File: config.mk
export PLATFORM = sky130hd
export DESIGN_NAME = rtc_three_wire_burst_master_flat
export DESIGN_NICKNAME = d
export VERILOG_FILES = /design/src/rtcb_pkg.sv /design/src/rtcb_in_if.sv /design/src/rtcb_out_if.sv /design/src/rtcb_seq.sv /design/src/rtcb_obuf.sv /design/src/rtc_three_wire_burst_master.sv /design/src/flat_wrapper.sv
export SDC_FILE = /design/constraint.sdc
export NUM_CORES = 1
export LEC_CHECK = 0
export BUFFER_PORTS_ARGS = -buffer_cell sky130_fd_sc_hd__buf_2
export CORE_UTILIZATION = 51
export CTS_CLUSTER_SIZE = 40
export DETAILED_ROUTE_END_ITERATION = 8
export GPL_TIMING_DRIVEN = 0
export PLACE_DENSITY = 0.77
export SETUP_SLACK_MARGIN = 0.2
export SLEW_MARGIN = 5
export SYNTH_ARGS = -nofsm -noshare
export SYNTH_HDL_FRONTEND = slang
export SYNTH_SLANG_ARGS = --single-unit
File: constraint.sdc
create_clock -name i_clk -period 3.45 [get_ports i_clk]
set_input_delay 0.345 -clock i_clk [delete_from_list [all_inputs] [get_ports i_clk]]
set_output_delay 0.345 -clock i_clk [all_outputs]
set_load 0.05 [all_outputs]
File: src/rtcb_pkg.sv
`default_nettype none

package rtcb_pkg;

    // Sequence phases
    typedef logic [3:0] t_phase;

    localparam t_phase PH_IDLE   = 4'd0;
    localparam t_phase PH_RCMD   = 4'd1;
    localparam t_phase PH_RDATA  = 4'd2;
    localparam t_phase PH_WCLR   = 4'd3;
    localparam t_phase PH_WSEP   = 4'd4;
    localparam t_phase PH_WBURST = 4'd5;
    localparam t_phase PH_WGAP   = 4'd6;
    localparam t_phase PH_WSET   = 4'd7;

    // Request kinds
    localparam logic [1:0] KIND_TICK  = 2'd0;
    localparam logic [1:0] KIND_READ  = 2'd1;
    localparam logic [1:0] KIND_WRITE = 2'd2;

    // Link commands and register values
    localparam logic [7:0] CMD_BURST_READ  = 8'hBF;
    localparam logic [7:0] CMD_BURST_WRITE = 8'hBE;
    localparam logic [7:0] ADDR_WP         = 8'h8E;
    localparam logic [7:0] WP_CLEAR        = 8'h00;
    localparam logic [7:0] WP_SET          = 8'h80;

    // Burst length in bytes (1..8) and gap length in slots (1..4095)
    localparam logic [3:0]  BURST_BYTES = 4'd8;
    localparam logic [11:0] GAP_TICKS   = 12'd16;

    typedef struct packed {
        logic [1:0]  kind;
        logic [63:0] write_data;
        logic        data_pin_in;
    } t_req;

    typedef struct packed {
        logic        chip_enable;
        logic        clock_pulse;
        logic        data_out;
        logic        data_drive;
        logic        busy_res;
        logic        read_valid;
        logic [63:0] read_data;
    } t_res;

endpackage

`default_nettype wire

File: src/rtcb_in_if.sv
`default_nettype none

interface rtcb_in_if;
    logic        valid;
    logic        ready;
    logic [1:0]  kind;
    logic [63:0] write_data;
    logic        data_pin_in;

    modport source (output valid, kind, write_data, data_pin_in, input ready);
    modport sink   (input valid, kind, write_data, data_pin_in, output ready);
endinterface

`default_nettype wire

File: src/rtcb_out_if.sv
`default_nettype none

interface rtcb_out_if;
    logic        valid;
    logic        ready;
    logic        chip_enable;
    logic        clock_pulse;
    logic        data_out;
    logic        data_drive;
    logic        busy_res;
    logic        read_valid;
    logic [63:0] read_data;

    modport source (output valid, chip_enable, clock_pulse, data_out, data_drive,
                    busy_res, read_valid, read_data, input ready);
    modport sink   (input valid, chip_enable, clock_pulse, data_out, data_drive,
                    busy_res, read_valid, read_data, output ready);
endinterface

`default_nettype wire

File: src/rtcb_seq.sv
`default_nettype none

module rtcb_seq
    import rtcb_pkg::*;
(
    input  wire logic i_clk,
    input  wire logic i_rst_n,
    input  wire logic i_fire,
    input  wire t_req i_req,
    output t_res      o_res
);

    t_phase      r_phase, n_phase;
    logic [2:0]  r_bit, n_bit;
    logic [3:0]  r_byte, n_byte;
    logic [7:0]  r_shift, n_shift;
    logic [63:0] r_acc, n_acc;
    logic [63:0] r_wbuf, n_wbuf;
    logic [11:0] r_gap, n_gap;

    logic [2:0]  bit_inc;
    logic [3:0]  byte_inc;
    logic [3:0]  byte_dec;
    logic [7:0]  rd_shift;
    logic [11:0] gap_inc;
    logic [3:0]  byte_cnt;
    logic [7:0]  next_byte;

    assign bit_inc  = r_bit + 3'd1;
    assign byte_inc = r_byte + 4'd1;
    assign byte_dec = byte_inc - 4'd1;
    assign rd_shift = {i_req.data_pin_in, r_shift[7:1]};
    assign gap_inc  = r_gap + 12'd1;

    always_comb begin
        case (r_phase)
            PH_RCMD:   byte_cnt = 4'd1;
            PH_WBURST: byte_cnt = BURST_BYTES + 4'd1;
            default:   byte_cnt = 4'd2;
        endcase
    end

    // Byte to load after the current one has gone out
    always_comb begin
        case (r_phase)
            PH_RCMD: next_byte = CMD_BURST_READ;
            PH_WCLR: next_byte = (byte_inc == 4'd0) ? ADDR_WP : WP_CLEAR;
            PH_WSET: next_byte = (byte_inc == 4'd0) ? ADDR_WP : WP_SET;
            default: begin
                if (byte_inc == 4'd0) begin
                    next_byte = CMD_BURST_WRITE;
                end else begin
                    next_byte = r_wbuf[{byte_dec[2:0], 3'b000} +: 8];
                end
            end
        endcase
    end

    always_comb begin
        n_phase = r_phase;
        n_bit   = r_bit;
        n_byte  = r_byte;
        n_shift = r_shift;
        n_acc   = r_acc;
        n_wbuf  = r_wbuf;
        n_gap   = r_gap;
        o_res   = '0;

        case (r_phase)
            PH_IDLE: begin
                if (i_req.kind == KIND_READ || i_req.kind == KIND_WRITE) begin
                    o_res.data_drive = 1'b1;
                    n_bit  = 3'd0;
                    n_byte = 4'd0;
                    n_gap  = 12'd0;
                    if (i_req.kind == KIND_READ) begin
                        n_acc   = '0;
                        n_phase = PH_RCMD;
                        n_shift = CMD_BURST_READ;
                    end else begin
                        n_wbuf  = i_req.write_data;
                        n_phase = PH_WCLR;
                        n_shift = ADDR_WP;
                    end
                end
            end
            PH_RDATA: begin
                o_res.chip_enable = 1'b1;
                o_res.clock_pulse = 1'b1;
                n_shift = rd_shift;
                n_bit   = bit_inc;
                if (r_bit == 3'd7) begin
                    for (int i = 0; i < 8; i++) begin
                        if (r_byte[2:0] == 3'(i)) begin
                            n_acc[i*8 +: 8] = r_acc[i*8 +: 8] | rd_shift;
                        end
                    end
                    n_shift = 8'd0;
                    n_byte  = byte_inc;
                    if (byte_inc >= BURST_BYTES) begin
                        o_res.read_valid = 1'b1;
                        o_res.read_data  = n_acc;
                        n_byte  = 4'd0;
                        n_phase = PH_IDLE;
                    end
                end
            end
            PH_WSEP: begin
                o_res.data_drive = 1'b1;
                n_phase = PH_WBURST;
                n_byte  = 4'd0;
                n_bit   = 3'd0;
                n_shift = CMD_BURST_WRITE;
            end
            PH_WGAP: begin
                o_res.data_drive = 1'b1;
                n_gap = gap_inc;
                if (gap_inc >= GAP_TICKS || gap_inc == 12'd0) begin
                    n_gap   = 12'd0;
                    n_phase = PH_WSET;
                    n_byte  = 4'd0;
                    n_bit   = 3'd0;
                    n_shift = ADDR_WP;
                end
            end
            PH_RCMD, PH_WCLR, PH_WBURST, PH_WSET: begin
                o_res.chip_enable = 1'b1;
                o_res.clock_pulse = 1'b1;
                o_res.data_drive  = 1'b1;
                o_res.data_out    = r_shift[0];
                n_shift = {1'b0, r_shift[7:1]};
                n_bit   = bit_inc;
                if (r_bit == 3'd7) begin
                    n_byte = byte_inc;
                    if (byte_inc >= byte_cnt) begin
                        n_byte  = 4'd0;
                        n_shift = 8'd0;
                        case (r_phase)
                            PH_RCMD:   n_phase = PH_RDATA;
                            PH_WCLR:   n_phase = PH_WSEP;
                            PH_WBURST: begin
                                n_phase = PH_WGAP;
                                n_gap   = 12'd0;
                            end
                            default:   n_phase = PH_IDLE;
                        endcase
                    end else begin
                        n_shift = next_byte;
                    end
                end
            end
            default: begin
                n_phase = PH_IDLE;
            end
        endcase

        o_res.busy_res = (n_phase != PH_IDLE);
    end

    always_ff @(posedge i_clk) begin
        if (!i_rst_n) begin
            r_phase <= PH_IDLE;
            r_bit   <= '0;
            r_byte  <= '0;
            r_shift <= '0;
            r_acc   <= '0;
            r_wbuf  <= '0;
            r_gap   <= '0;
        end else if (i_fire) begin
            r_phase <= n_phase;
            r_bit   <= n_bit;
            r_byte  <= n_byte;
            r_shift <= n_shift;
            r_acc   <= n_acc;
            r_wbuf  <= n_wbuf;
            r_gap   <= n_gap;
        end
    end

endmodule

`default_nettype wire

File: src/rtcb_obuf.sv
`default_nettype none

module rtcb_obuf
    import rtcb_pkg::*;
(
    input  wire logic i_clk,
    input  wire logic i_rst_n,
    input  wire logic i_load,
    input  wire t_res i_res,
    input  wire logic i_ready,
    output logic      o_valid,
    output t_res      o_res
);

    logic r_valid;
    t_res r_res;

    // Held until taken; reloaded in the same cycle it drains
    always_ff @(posedge i_clk) begin
        if (!i_rst_n) begin
            r_valid <= 1'b0;
        end else if (i_load) begin
            r_valid <= 1'b1;
        end else if (i_ready) begin
            r_valid <= 1'b0;
        end
    end

    always_ff @(posedge i_clk) begin
        if (i_load) begin
            r_res <= i_res;
        end
    end

    assign o_valid = r_valid;
    assign o_res   = r_res;

endmodule

`default_nettype wire

File: src/rtc_three_wire_burst_master.sv
`default_nettype none

// Bit-slot master for a three-wire real-time-clock link (chip enable, serial
// clock, bidirectional data). Every request gives exactly one result: the pin
// levels for one bit slot. Kind 1 starts a burst read (command 0xBF, then
// BURST_BYTES bytes sampled, returned with read_valid in the last slot); kind 2
// starts a burst write (write protect cleared, 0xBE plus every buffered byte,
// GAP_TICKS gap slots, write protect set again). Starts while busy, and kind 3,
// count as plain ticks. The sequencer state is updated in the cycle of
// acceptance and the result sits in one output register, so a new request is
// taken every cycle while results are drained.
module rtc_three_wire_burst_master
    import rtcb_pkg::*;
(
    input  wire logic   i_clk,
    input  wire logic   i_rst_n,
    rtcb_in_if.sink     i_req,
    rtcb_out_if.source  o_res
);

    logic fire;
    t_req req;
    t_res seq_res;
    t_res buf_res;
    logic buf_valid;

    assign i_req.ready = !buf_valid || o_res.ready;
    assign fire        = i_req.valid && i_req.ready;

    assign req.kind        = i_req.kind;
    assign req.write_data  = i_req.write_data;
    assign req.data_pin_in = i_req.data_pin_in;

    rtcb_seq u_seq (
        .i_clk   (i_clk),
        .i_rst_n (i_rst_n),
        .i_fire  (fire),
        .i_req   (req),
        .o_res   (seq_res)
    );

    rtcb_obuf u_obuf (
        .i_clk   (i_clk),
        .i_rst_n (i_rst_n),
        .i_load  (fire),
        .i_res   (seq_res),
        .i_ready (o_res.ready),
        .o_valid (buf_valid),
        .o_res   (buf_res)
    );

    assign o_res.valid       = buf_valid;
    assign o_res.chip_enable = buf_res.chip_enable;
    assign o_res.clock_pulse = buf_res.clock_pulse;
    assign o_res.data_out    = buf_res.data_out;
    assign o_res.data_drive  = buf_res.data_drive;
    assign o_res.busy_res    = buf_res.busy_res;
    assign o_res.read_valid  = buf_res.read_valid;
    assign o_res.read_data   = buf_res.read_data;

`ifndef NO_ASSERTIONS
    a_fire_gives_result: assert property (@(posedge i_clk) disable iff (!i_rst_n)
        fire |=> o_res.valid)
        else $error("accepted request did not produce a result");

    a_read_done_not_busy: assert property (@(posedge i_clk) disable iff (!i_rst_n)
        o_res.valid && o_res.read_valid |-> !o_res.busy_res)
        else $error("read completion while still busy");

    a_data_only_on_done: assert property (@(posedge i_clk) disable iff (!i_rst_n)
        o_res.valid && !o_res.read_valid |-> o_res.read_data == 64'd0)
        else $error("read data present without completion");

    a_clock_needs_ce: assert property (@(posedge i_clk) disable iff (!i_rst_n)
        o_res.valid && o_res.clock_pulse |-> o_res.chip_enable)
        else $error("clock pulse with chip enable low");
`endif

endmodule

`default_nettype wire
File: src/flat_wrapper.sv
// flat-port wrapper written by rule: the top's interface ports become plain ports
module rtc_three_wire_burst_master_flat import rtcb_pkg::*;
  (i_clk, i_rst_n, i_req_valid, i_req_kind, i_req_write_data, i_req_data_pin_in, i_req_ready, o_res_valid, o_res_chip_enable, o_res_clock_pulse, o_res_data_out, o_res_data_drive, o_res_busy_res, o_res_read_valid, o_res_read_data, o_res_ready);
  rtcb_in_if i_req_i ();
  rtcb_out_if o_res_i ();
  input  wire logic i_clk;
  input  wire logic i_rst_n;
  input wire logic [$bits(i_req_i.valid)-1:0] i_req_valid;
  input wire logic [$bits(i_req_i.kind)-1:0] i_req_kind;
  input wire logic [$bits(i_req_i.write_data)-1:0] i_req_write_data;
  input wire logic [$bits(i_req_i.data_pin_in)-1:0] i_req_data_pin_in;
  output wire logic [$bits(i_req_i.ready)-1:0] i_req_ready;
  output wire logic [$bits(o_res_i.valid)-1:0] o_res_valid;
  output wire logic [$bits(o_res_i.chip_enable)-1:0] o_res_chip_enable;
  output wire logic [$bits(o_res_i.clock_pulse)-1:0] o_res_clock_pulse;
  output wire logic [$bits(o_res_i.data_out)-1:0] o_res_data_out;
  output wire logic [$bits(o_res_i.data_drive)-1:0] o_res_data_drive;
  output wire logic [$bits(o_res_i.busy_res)-1:0] o_res_busy_res;
  output wire logic [$bits(o_res_i.read_valid)-1:0] o_res_read_valid;
  output wire logic [$bits(o_res_i.read_data)-1:0] o_res_read_data;
  input wire logic [$bits(o_res_i.ready)-1:0] o_res_ready;
  assign i_req_i.valid = i_req_valid;
  assign i_req_i.kind = i_req_kind;
  assign i_req_i.write_data = i_req_write_data;
  assign i_req_i.data_pin_in = i_req_data_pin_in;
  assign i_req_ready = i_req_i.ready;
  assign o_res_valid = o_res_i.valid;
  assign o_res_chip_enable = o_res_i.chip_enable;
  assign o_res_clock_pulse = o_res_i.clock_pulse;
  assign o_res_data_out = o_res_i.data_out;
  assign o_res_data_drive = o_res_i.data_drive;
  assign o_res_busy_res = o_res_i.busy_res;
  assign o_res_read_valid = o_res_i.read_valid;
  assign o_res_read_data = o_res_i.read_data;
  assign o_res_i.ready = o_res_ready;
  rtc_three_wire_burst_master u_core (.i_clk(i_clk), .i_rst_n(i_rst_n), .i_req(i_req_i), .o_res(o_res_i));
endmodule
======== After elaboration in Yosys (flattened, before gate mapping) ========
Cells that the tools add are included.
cells by class
  add/subtract/negate cells ............... 4
  magnitude comparators ................... 3
  equal/unequal tests ..................... 24
  shift-type cells ........................ 1
  mux-type cells .......................... 55
  bitwise gates (word level) .............. 9
  reduce and logical (&&, ||, !) cells .... 26
operator list
  kind                                                                                  count
  64-bit 2-to-1 mux                                                                     3
  64-bit case mux with 2 select lines                                                   1
  8-bit 2-to-1 mux                                                                      15
  65-bit 2-to-1 mux                                                                     1
  8-bit bitwise OR                                                                      8
  64-bit by 7-bit variable part select with 8-bit output                                1
  12-bit 2-to-1 mux                                                                     5
  4-bit 2-to-1 mux                                                                      13
  4-bit case mux with 5 select lines                                                    2
  8-bit case mux with 5 select lines                                                    1
  12-bit case mux with 3 select lines                                                   1
  8-bit case mux with 3 select lines                                                    1
  4-bit by 3-bit equality test with 1-bit output, second input constant                 4
  3-bit equality test, second input constant                                            5
  2-bit != test, second input constant                                                  7
  12-bit by 1-bit adder with 12-bit output, second input constant                       1
  12-bit by 5-bit greater-or-equal comparator with 1-bit output, second input constant  1
  12-bit zero test                                                                      1
  3-bit case mux with 4 select lines                                                    1
  4-bit AND reduction                                                                   3
  6-bit AND reduction                                                                   2
  3-bit case mux with 3 select lines                                                    1
  4-bit by 2-bit equality test with 1-bit output, second input constant                 2
  4-bit zero test                                                                       2
  31 further kinds                                                                      40
storage, ports and cells
  register bits after elaboration ......... 230
  input port bits ......................... 71
  word-level logic and storage cells ...... 137

======== Longest topological paths before layout ========
Gate-level depths: netlist of the first run.
  word-level depth ........................ 8
  depth in mapped cells ................... 12
  mapped depth without buffers ............ 9

======== Hierarchy ========
A second synthesis of the first run with hierarchy kept.
second synthesis, totals
  cells, all modules ...................... 1,041
  area total of the unflattened synthesis .. 9,816.9 um2
modules (own cells, without submodules)
  module                       times used  cells each  area an instance (um2)  sequential area each (um2)
  rtcb_seq                     1           966         7,651.1                 3,183.1
  rtcb_obuf                    1           73          2,143.3                 2,122.0
  rtc_three_wire_burst_master  1           2           22.5                    0.0

======== Worst setup path after synthesis of the first run ========
Ideal clock, no wire load.
  path type ............................... register to register
  start point ............................. reg u_core.u_obuf.r_valid (netlist: u_core.u_obuf.o_valid)
  end point ............................... reg u_core.u_seq.r_wbuf[5]
  setup time .............................. 71 ps
  arrival ................................. 4,248 ps
  required time ........................... 3,379 ps
  slack ................................... -869 ps
  stages on the path, launching flop included .. 8
  path buffers ............................ 1
  clock period less this slack ............ 4,319 ps
  cells stage by stage .................... dfxtp_1 nand2b_1 nand2_1 clkinv_1 nand4_1 clkbuf_1 nand2_1 a21oi_1
between the ends
  word-level cells in the longest chain between the ends .. 4
RTL lines
  element                               RTL line                           source
  start, declared                       rtcb_obuf.sv:15                    logic r_valid;
  start signal, assigned                rtcb_obuf.sv:21                    r_valid <= 1'b0;
  start signal, assigned                rtcb_obuf.sv:23                    r_valid <= 1'b1;
  start signal, assigned                rtcb_obuf.sv:25                    r_valid <= 1'b0;
  1-bit zero test                       rtc_three_wire_burst_master.sv:27  assign i_req.ready = !buf_valid || o_res.ready;
  1-bit logical OR                      rtc_three_wire_burst_master.sv:27
  via i_req_ready                       flat_wrapper.sv:12                 output wire logic [$bits(i_req_i.ready)-1:0] i_req_ready;
  1-bit logical AND                     rtc_three_wire_burst_master.sv:28  assign fire = i_req.valid && i_req.ready;
  via u_core.fire                       rtc_three_wire_burst_master.sv:21  logic fire;
  4-bit AND reduction (no source line)  n/a
  end signal, assigned                  rtcb_seq.sv:175                    r_wbuf <= n_wbuf;
  end, declared                         rtcb_seq.sv:18                     logic [63:0] r_wbuf, n_wbuf;
The timed path passes the listed nets, and every way through them passes these cells.
A chain may end at the register's enable or synchronous reset.

======== Worst setup path in the final report of the first run ========
  start point ............................. reg u_core.u_seq.r_phase[0]
  end point ............................... reg u_core.u_seq.r_gap[3]
between the ends
  word-level cells in the longest chain between the ends .. 5
  elaborated cells between the ends (all ways) .. 16
  those cells by class .................... order compare: 1; eq/ne: 9; mux: 2; reduce/logical: 4
RTL lines
  element                                                                                                                  RTL line                                         source
  start, declared                                                                                                          rtcb_seq.sv:13                                   t_phase r_phase, n_phase;
  start signal, assigned                                                                                                   rtcb_seq.sv:170                                  r_phase <= n_phase;
  4-bit by 3-bit equality test with 1-bit output / 4-bit by 1-bit equality test with 1-bit output (equally long branches)  rtcb_seq.sv:36, rtcb_seq.sv:69, rtcb_seq.sv:138
  4-bit case mux with 2 select lines                                                                                       rtcb_seq.sv:36                                   case (r_phase)
  4-bit greater-or-equal comparator                                                                                        rtcb_seq.sv:135                                  if (byte_inc >= byte_cnt) begin
  2-bit != test (no source line)                                                                                           n/a
  6-bit AND reduction (no source line)                                                                                     n/a
  end signal, assigned                                                                                                     rtcb_seq.sv:176                                  r_gap <= n_gap;
  end, declared                                                                                                            rtcb_seq.sv:19                                   logic [11:0] r_gap, n_gap;
Parallel ways exist; a longest one is shown, timed or not.

==> results of run 1 <==
==> final cells by class <==
cell class | count | area [um2]
Clock inverter | 5 | 56.3
Multi-Input combinational cell | 702 | 4020
Sequential cell | 229 | 5280
Timing Repair Buffer | 141 | 706
Buffer | 92 | 375
Clock buffer | 39 | 759
Inverter | 13 | 53.8
Tap cell | 229 | 287
Fill cell | 1534 | 6740
==> stage by stage <==
step / cell area (um2) / cells / TNS, ns / hold WS, ns
floorplan: 9660 / 1036 / 0 / 0.433
global placement: 10700 / 1406 / -9.13 / 0.439
detailed placement: 10700 / 1406 / -10.67 / 0.446
CTS: 11500 / 1450 / 0 / 0.0513
global route: 11500 / 1450 / 0 / 0.0638
finish: 11500 / 1450 / 0 / 0.0604
==> registers in the layout, summed over array words and instances, names as in the netlist <==
signal and cells:
u_core.u_obuf.o_valid 1, u_core.u_seq.r_byte 4, u_core.u_seq.r_bit 3, u_core.u_seq.r_acc 64, u_core.u_obuf.o_res 69, u_core.u_seq.r_phase 4, u_core.u_seq.r_gap 12, u_core.u_seq.r_wbuf 64
u_core.u_seq.r_shift 8
==> worst paths after layout <==
path                                                            from                              endpoint  slack, ns
worst max-delay path            u_core.u_seq.r_phase[0]$_SDFFE_PN0P_    u_core.u_seq.r_gap[3]$_SDFFE_PN0P_       0.35
worst max register to register  u_core.u_seq.r_phase[0]$_SDFFE_PN0P_    u_core.u_seq.r_gap[3]$_SDFFE_PN0P_       0.35
worst min register to register  u_core.u_seq.r_wbuf[62]$_SDFFE_PN0P_  u_core.u_seq.r_wbuf[62]$_SDFFE_PN0P_       0.45
worst min-delay path                            i_req_write_data[47]  u_core.u_seq.r_wbuf[47]$_SDFFE_PN0P_       0.06
==> metal layers <==
layer / global-route usage [%] / routed length (um)
met3: 3.37 / 1700
met1: 33.9 / 10700
met5: 0 / 0
met2: 42.2 / 11600
met4: 8.10 / 656
==> repair_timing <==
item	CTS	global route
setup endpoints to repair	28	19
resized for setup	10	8
pin swaps	0	1
hold buffers	0	0
==> power by group <==
| part | leakage [nW] | switching [mW] | internal (mW) | total, mW |
|---|---|---|---|---|
| registers | 1.99 | 0.0285 | 2.85 | 2.88 |
| logic | 1.91 | 0.457 | 0.174 | 0.631 |
| clock network | 0.395 | 1.06 | 1.58 | 2.64 |
==> synth_stat cells, types with 2 or more instances <==
master and number:
o21a_1 5, or4_1 3, and3_1 8, buf_2 2
clkbuf_1 82, a211oi_1 4, a21oi_1 155, a21o_1 2
nor2_1 150, inv_1 11, nor3_1 8, edfxtp_1 69
ha_1 14, nand3_1 13, nand2b_1 9, nor2b_1 7
buf_1 6, buf_4 2, o21ai_0 11, a22oi_1 64
nand3b_1 2, nand2_1 155, and2_1 13, nor4_1 2
a31oi_1 3, a211o_1 2, and4_1 2, nand4_1 7
dfxtp_1 160, mux4_2 16, a311oi_1 3, mux2i_1 17
and3_2 2, or3_1 4
==> worst max-delay path, stage by stage (launching register included) <==
cell and delay (ns):
dfxtp_1 0.33, buf_2 0.20, nor2b_1 0.45, nand2_1 0.14, ha_2 0.39, o21ai_1 0.20
o31a_1 0.39, nand2b_1 0.22, or4_1 0.56, a31oi_1 0.16
==> logic make-up after synthesis <==
family,after synthesis,synth area share [%]
simple gates,391,17.4
compound gates,262,16.2
flops,229,54.7
buf+inv,105,4.19
mux,33,5.50
fa+ha+maj,14,1.81
xor+xnor,2,0.182
==> impl_metrics.ini, run 1 <==
[timing]
maxSlewViolCount = 0
setup_viol = 0
slew_headroom_pct = 34.0
finalHoldViolations = 0
finClkSkew_ns = 0.0113
worst_slack_ns = 0.348
min_period_over_period_pct = 89.9
tightest_slew_ns = 0.984
period_minus_slack_ns = 3.10
max_freq_ghz = 0.322
rsz0062_at_grt = false

[pwr]
p_leak_nw = 4.29
power.density_nw_per_um2 = 533
total_power_mw = 6.14
ir_worst_vdd_v = 0.000310

[run_status]
outcome = completed

[die]
core-area_um2 = 18300
chipWidth_um = 140
rows = 49
start_util_pct = 52.8
dieArea_um2 = 19500
die_h_um = 140
io_pins = 143

[worst_setup_path]
critPathKind = reg -> reg
worstRegToRegCells = 9
arrival_ns = 3.54
critical_path.endpoint_type = flip-flop
cp_max_fo = 10
cp.required_ns = 3.89
cp-start-kind = flip-flop

[clock_tree]
tritoncts = done
post_cts_buffers = 0
numCtsBuffers = 24
cts.clk_slew.worst_paths_ns = 0.06
clk_latency_ns = 0.52
clockRootBuffer = clkbuf_16
clock-sinks = 229
cts_buffer_depth = 3
htreeDepth = 1

[synth]
syn-cell-area_um2 = 9650
synth_top_cell_by_area = dfxtp_1
syn_inst = 1036
yosys-top-cells-area = dfxtp_1 (33%), edfxtp_1 (21%), a21oi_1 (8.0%)
synthFlopType = dfxtp_1
synth.distinct_cells = 57
synth.avg_cell_area_um2 = 9.32
yosys_warnings = 0
synth-edff-count = 69
ys_seq_elements = 229
synth-async-reset-ratio_pct = 0
yosys.area.top_type_share_pct = 33.2
seq_area_frac_synth_pct = 54.7
synth_nets = 1121

[grt]
grt_pass1_wl_um = 39200
overflow = 0
grt_max_degree = 76
grt_pass1_vias = 7584
antenna_found_initial = 0
grt_use_total_pct = 25.2

[cells_and_area]
drive_above_1_share_pct = 17.6
area_delta_synth_final_pct = 19.5
post-route-util_pct = 63.1
final_common_cell = dfxtp_1
layout_common_cells = dfxtp_1 (160), nand2_1 (155), a21oi_1 (155)
antenna_cells = 0
layout.nets = 1288

[routing]
postRouteAntennaNets = 0
dr.pass1.iters = 6
initialDrtViolationCount = 790
drt-total-wl_um = 24700
viasPerCell = 5.68
vias = 8230
route.detailed.drc = 0
routedWlPerCell_um = 17.0

[placed_design]
hpwl_um = 17000
place_ws_ns = -0.610
place_congestion = 0.900
io_buffers = 141

[job]
cap_violations = 0

[hold_path]
hold_class = in -> reg
hold_depth = 3
No activity file was read; power rests on OpenSTA's default activity.
==> inputs of run 2 (changes only) <==
--- a/config.mk
+++ b/config.mk
@@ -6,11 +6,12 @@
 export NUM_CORES = 1
 export LEC_CHECK = 0
 export BUFFER_PORTS_ARGS = -buffer_cell sky130_fd_sc_hd__buf_2
-export CORE_UTILIZATION = 51
+export CORE_UTILIZATION = 53
+export CTS_BUF_LIST = sky130_fd_sc_hd__clkbuf_4
 export CTS_CLUSTER_SIZE = 40
 export DETAILED_ROUTE_END_ITERATION = 8
 export GPL_TIMING_DRIVEN = 0
-export PLACE_DENSITY = 0.77
+export PLACE_DENSITY = 0.8
 export SETUP_SLACK_MARGIN = 0.2
 export SLEW_MARGIN = 5
 export SYNTH_ARGS = -nofsm -noshare
==> run 2 against run 1 <==
  * Sequential power about the same
  * Clock power decreased by 20%
  * Setup slack improved by 0.050 ns
  * Highest routed layer unchanged
==> impl_metrics.ini, run 2 (synthesis results as in run 1) <==
[worst_setup_path]
cp_max_fo = 10
arrival_ns = 3.63
cp-start-kind = flip-flop
critical_path.endpoint_type = flip-flop
critPathKind = reg -> reg
cp.required_ns = 4.02

[placed_design]
place_congestion = 0.899
hpwl_um = 17000
dpl_cell_area_um2 = 10600
io_buffers = 141

[die]
core-area_um2 = 17500
start_util_pct = 55.0
dieArea_um2 = 18800
die_h_um = 137
chipWidth_um = 137
io_pins = 143
rows = 48

[clock_tree]
post_cts_buffers = 0
cts_buffer_depth = 3
clockRootBuffer = clkbuf_4
numCtsBuffers = 55
clock-sinks = 229
tritoncts = done
clk_latency_ns = 0.68
cts.clk_slew.worst_paths_ns = 0.07
htreeDepth = 2

[pwr]
ir_worst_vdd_v = 0.000295
total_power_mw = 5.70
power.density_nw_per_um2 = 472
p_leak_nw = 4.57

[timing]
period_minus_slack_ns = 3.05
finalHoldViolations = 0
maxSlewViolCount = 0
tightest_slew_ns = 1.06
max_freq_ghz = 0.328
hold_ws_ns = 0.428
rsz0062_at_grt = false
min_period_over_period_pct = 88.5
setup_viol = 0
setup_tns_ns = 0
slew_headroom_pct = 28.9
finClkSkew_ns = 0.0319

[routing]
drt-total-wl_um = 27400
wl_met1_um = 10600
top_layer_used = met4
vias = 8983
initialDrtViolationCount = 957
routedWlPerCell_um = 17.5
route.detailed.drc = 0
viasPerCell = 5.75
met2_length_um = 13100
postRouteAntennaNets = 0
route.met3.wl_um = 2690
dr.pass1.iters = 9

[cells_and_area]
post-route-cell-area_um2 = 12100
post-route-util_pct = 68.8
layout_common_cells = dfxtp_1 (159), nand2_1 (155), a21oi_1 (155)
largest_reg_flops = 69
area_delta_synth_final_pct = 25.1
drive_above_1_share_pct = 19.6
fillers = 1379
layout.nets = 1386
final_common_cell = dfxtp_1

[hold_path]
hold_class = in -> reg

[grt]
grt_pass1_vias = 8538
overflow = 0
grt_max_degree = 76
grt_use_total_pct = 29.5
antenna_found_initial = 1
grt_pass1_wl_um = 42800

[run_status]
outcome = completed

[job]
cap_violations = 0
## run 2: changes by cell type in the layout (fill, tap and decap cells not counted), moves of 2 or more
cell           delta
clkbuf_4         +74
dlygate4sd3_1    +67
clkbuf_16        -26
clkinv_1         +13
clkbuf_1          -7
clkbuf_8          -6
clkinvlp_4        -2
diode_2           +2
## run 2: layout make-up
cell class              count  area, um2  share of cell area [%]
diodes                      2       5.00                  0.0415
well taps                 225        282                    2.33
repair buffers            208       1380                    11.4
clock inverters            18        101                   0.839
multi-input cells         702       4050                    33.5
clock buffers              74        556                    4.60
plain buffers              92        379                    3.14
inverters                  13       53.8                   0.446
flip-flops and latches    229       5280                    43.7
## run 2: layer usage
layer | vias up | track usage (%)
met1 | 4145 | 37.1
met2 | 562 | 48.8
li1 | 4195 | -
met3 | 81 | 5.74
met4 | 0 | 13.9
met5 | - | 0
## run 2: final timing paths
kind / startpoint / to / slack [ns] / depth (start not counted)
setup / recovery: u_core.u_seq.r_byte[0]$_SDFFE_PN0P_ / u_core.u_seq.r_gap[3]$_SDFFE_PN0P_ / 0.40 / 10
hold / removal: i_req_kind[1] / u_core.u_obuf.o_res[66]$_DFFE_PP_ / 0.43 / 5
setup reg to reg: u_core.u_seq.r_byte[0]$_SDFFE_PN0P_ / u_core.u_seq.r_gap[3]$_SDFFE_PN0P_ / 0.40 / 10
hold reg to reg: u_core.u_seq.r_wbuf[11]$_SDFFE_PN0P_ / u_core.u_seq.r_wbuf[11]$_SDFFE_PN0P_ / 0.45 / 2
## run 2: stage by stage
stage | setup WS (ns) | instances
finish | 0.398 | 1563
global route | 0.234 | 1562
CTS | 0.229 | 1561
detailed placement | -0.575 | 1402
global placement | -0.515 | 1402
floorplan | 0.372 | 1036
## run 2: critical path: stages, from the launching register on
cell and delay, ns:
dfxtp_2 0.38, buf_8 0.17, buf_4 0.22, inv_1 0.10, ha_1 0.32, ha_1 0.35
a211oi_4 0.11, o31a_1 0.33, nand2b_1 0.23, or4_1 0.57, a31oi_1 0.18
## run 2: what timing repair did
action / CTS / global route
cloned: 0 / 0
hold endpoints to repair: 66 / 0
pin swaps: 0 / 1
gates resized for setup: 11 / 14
hold buffers: 67 / 0
setup endpoints to repair: 27 / 21
## run 2: power breakdown
part,internal (mW),total (mW),switching [mW],leakage (nW)
logic,0.225,0.705,0.480,2.19
registers,2.85,2.88,0.0289,1.99
clock network,1.07,2.11,1.05,0.391
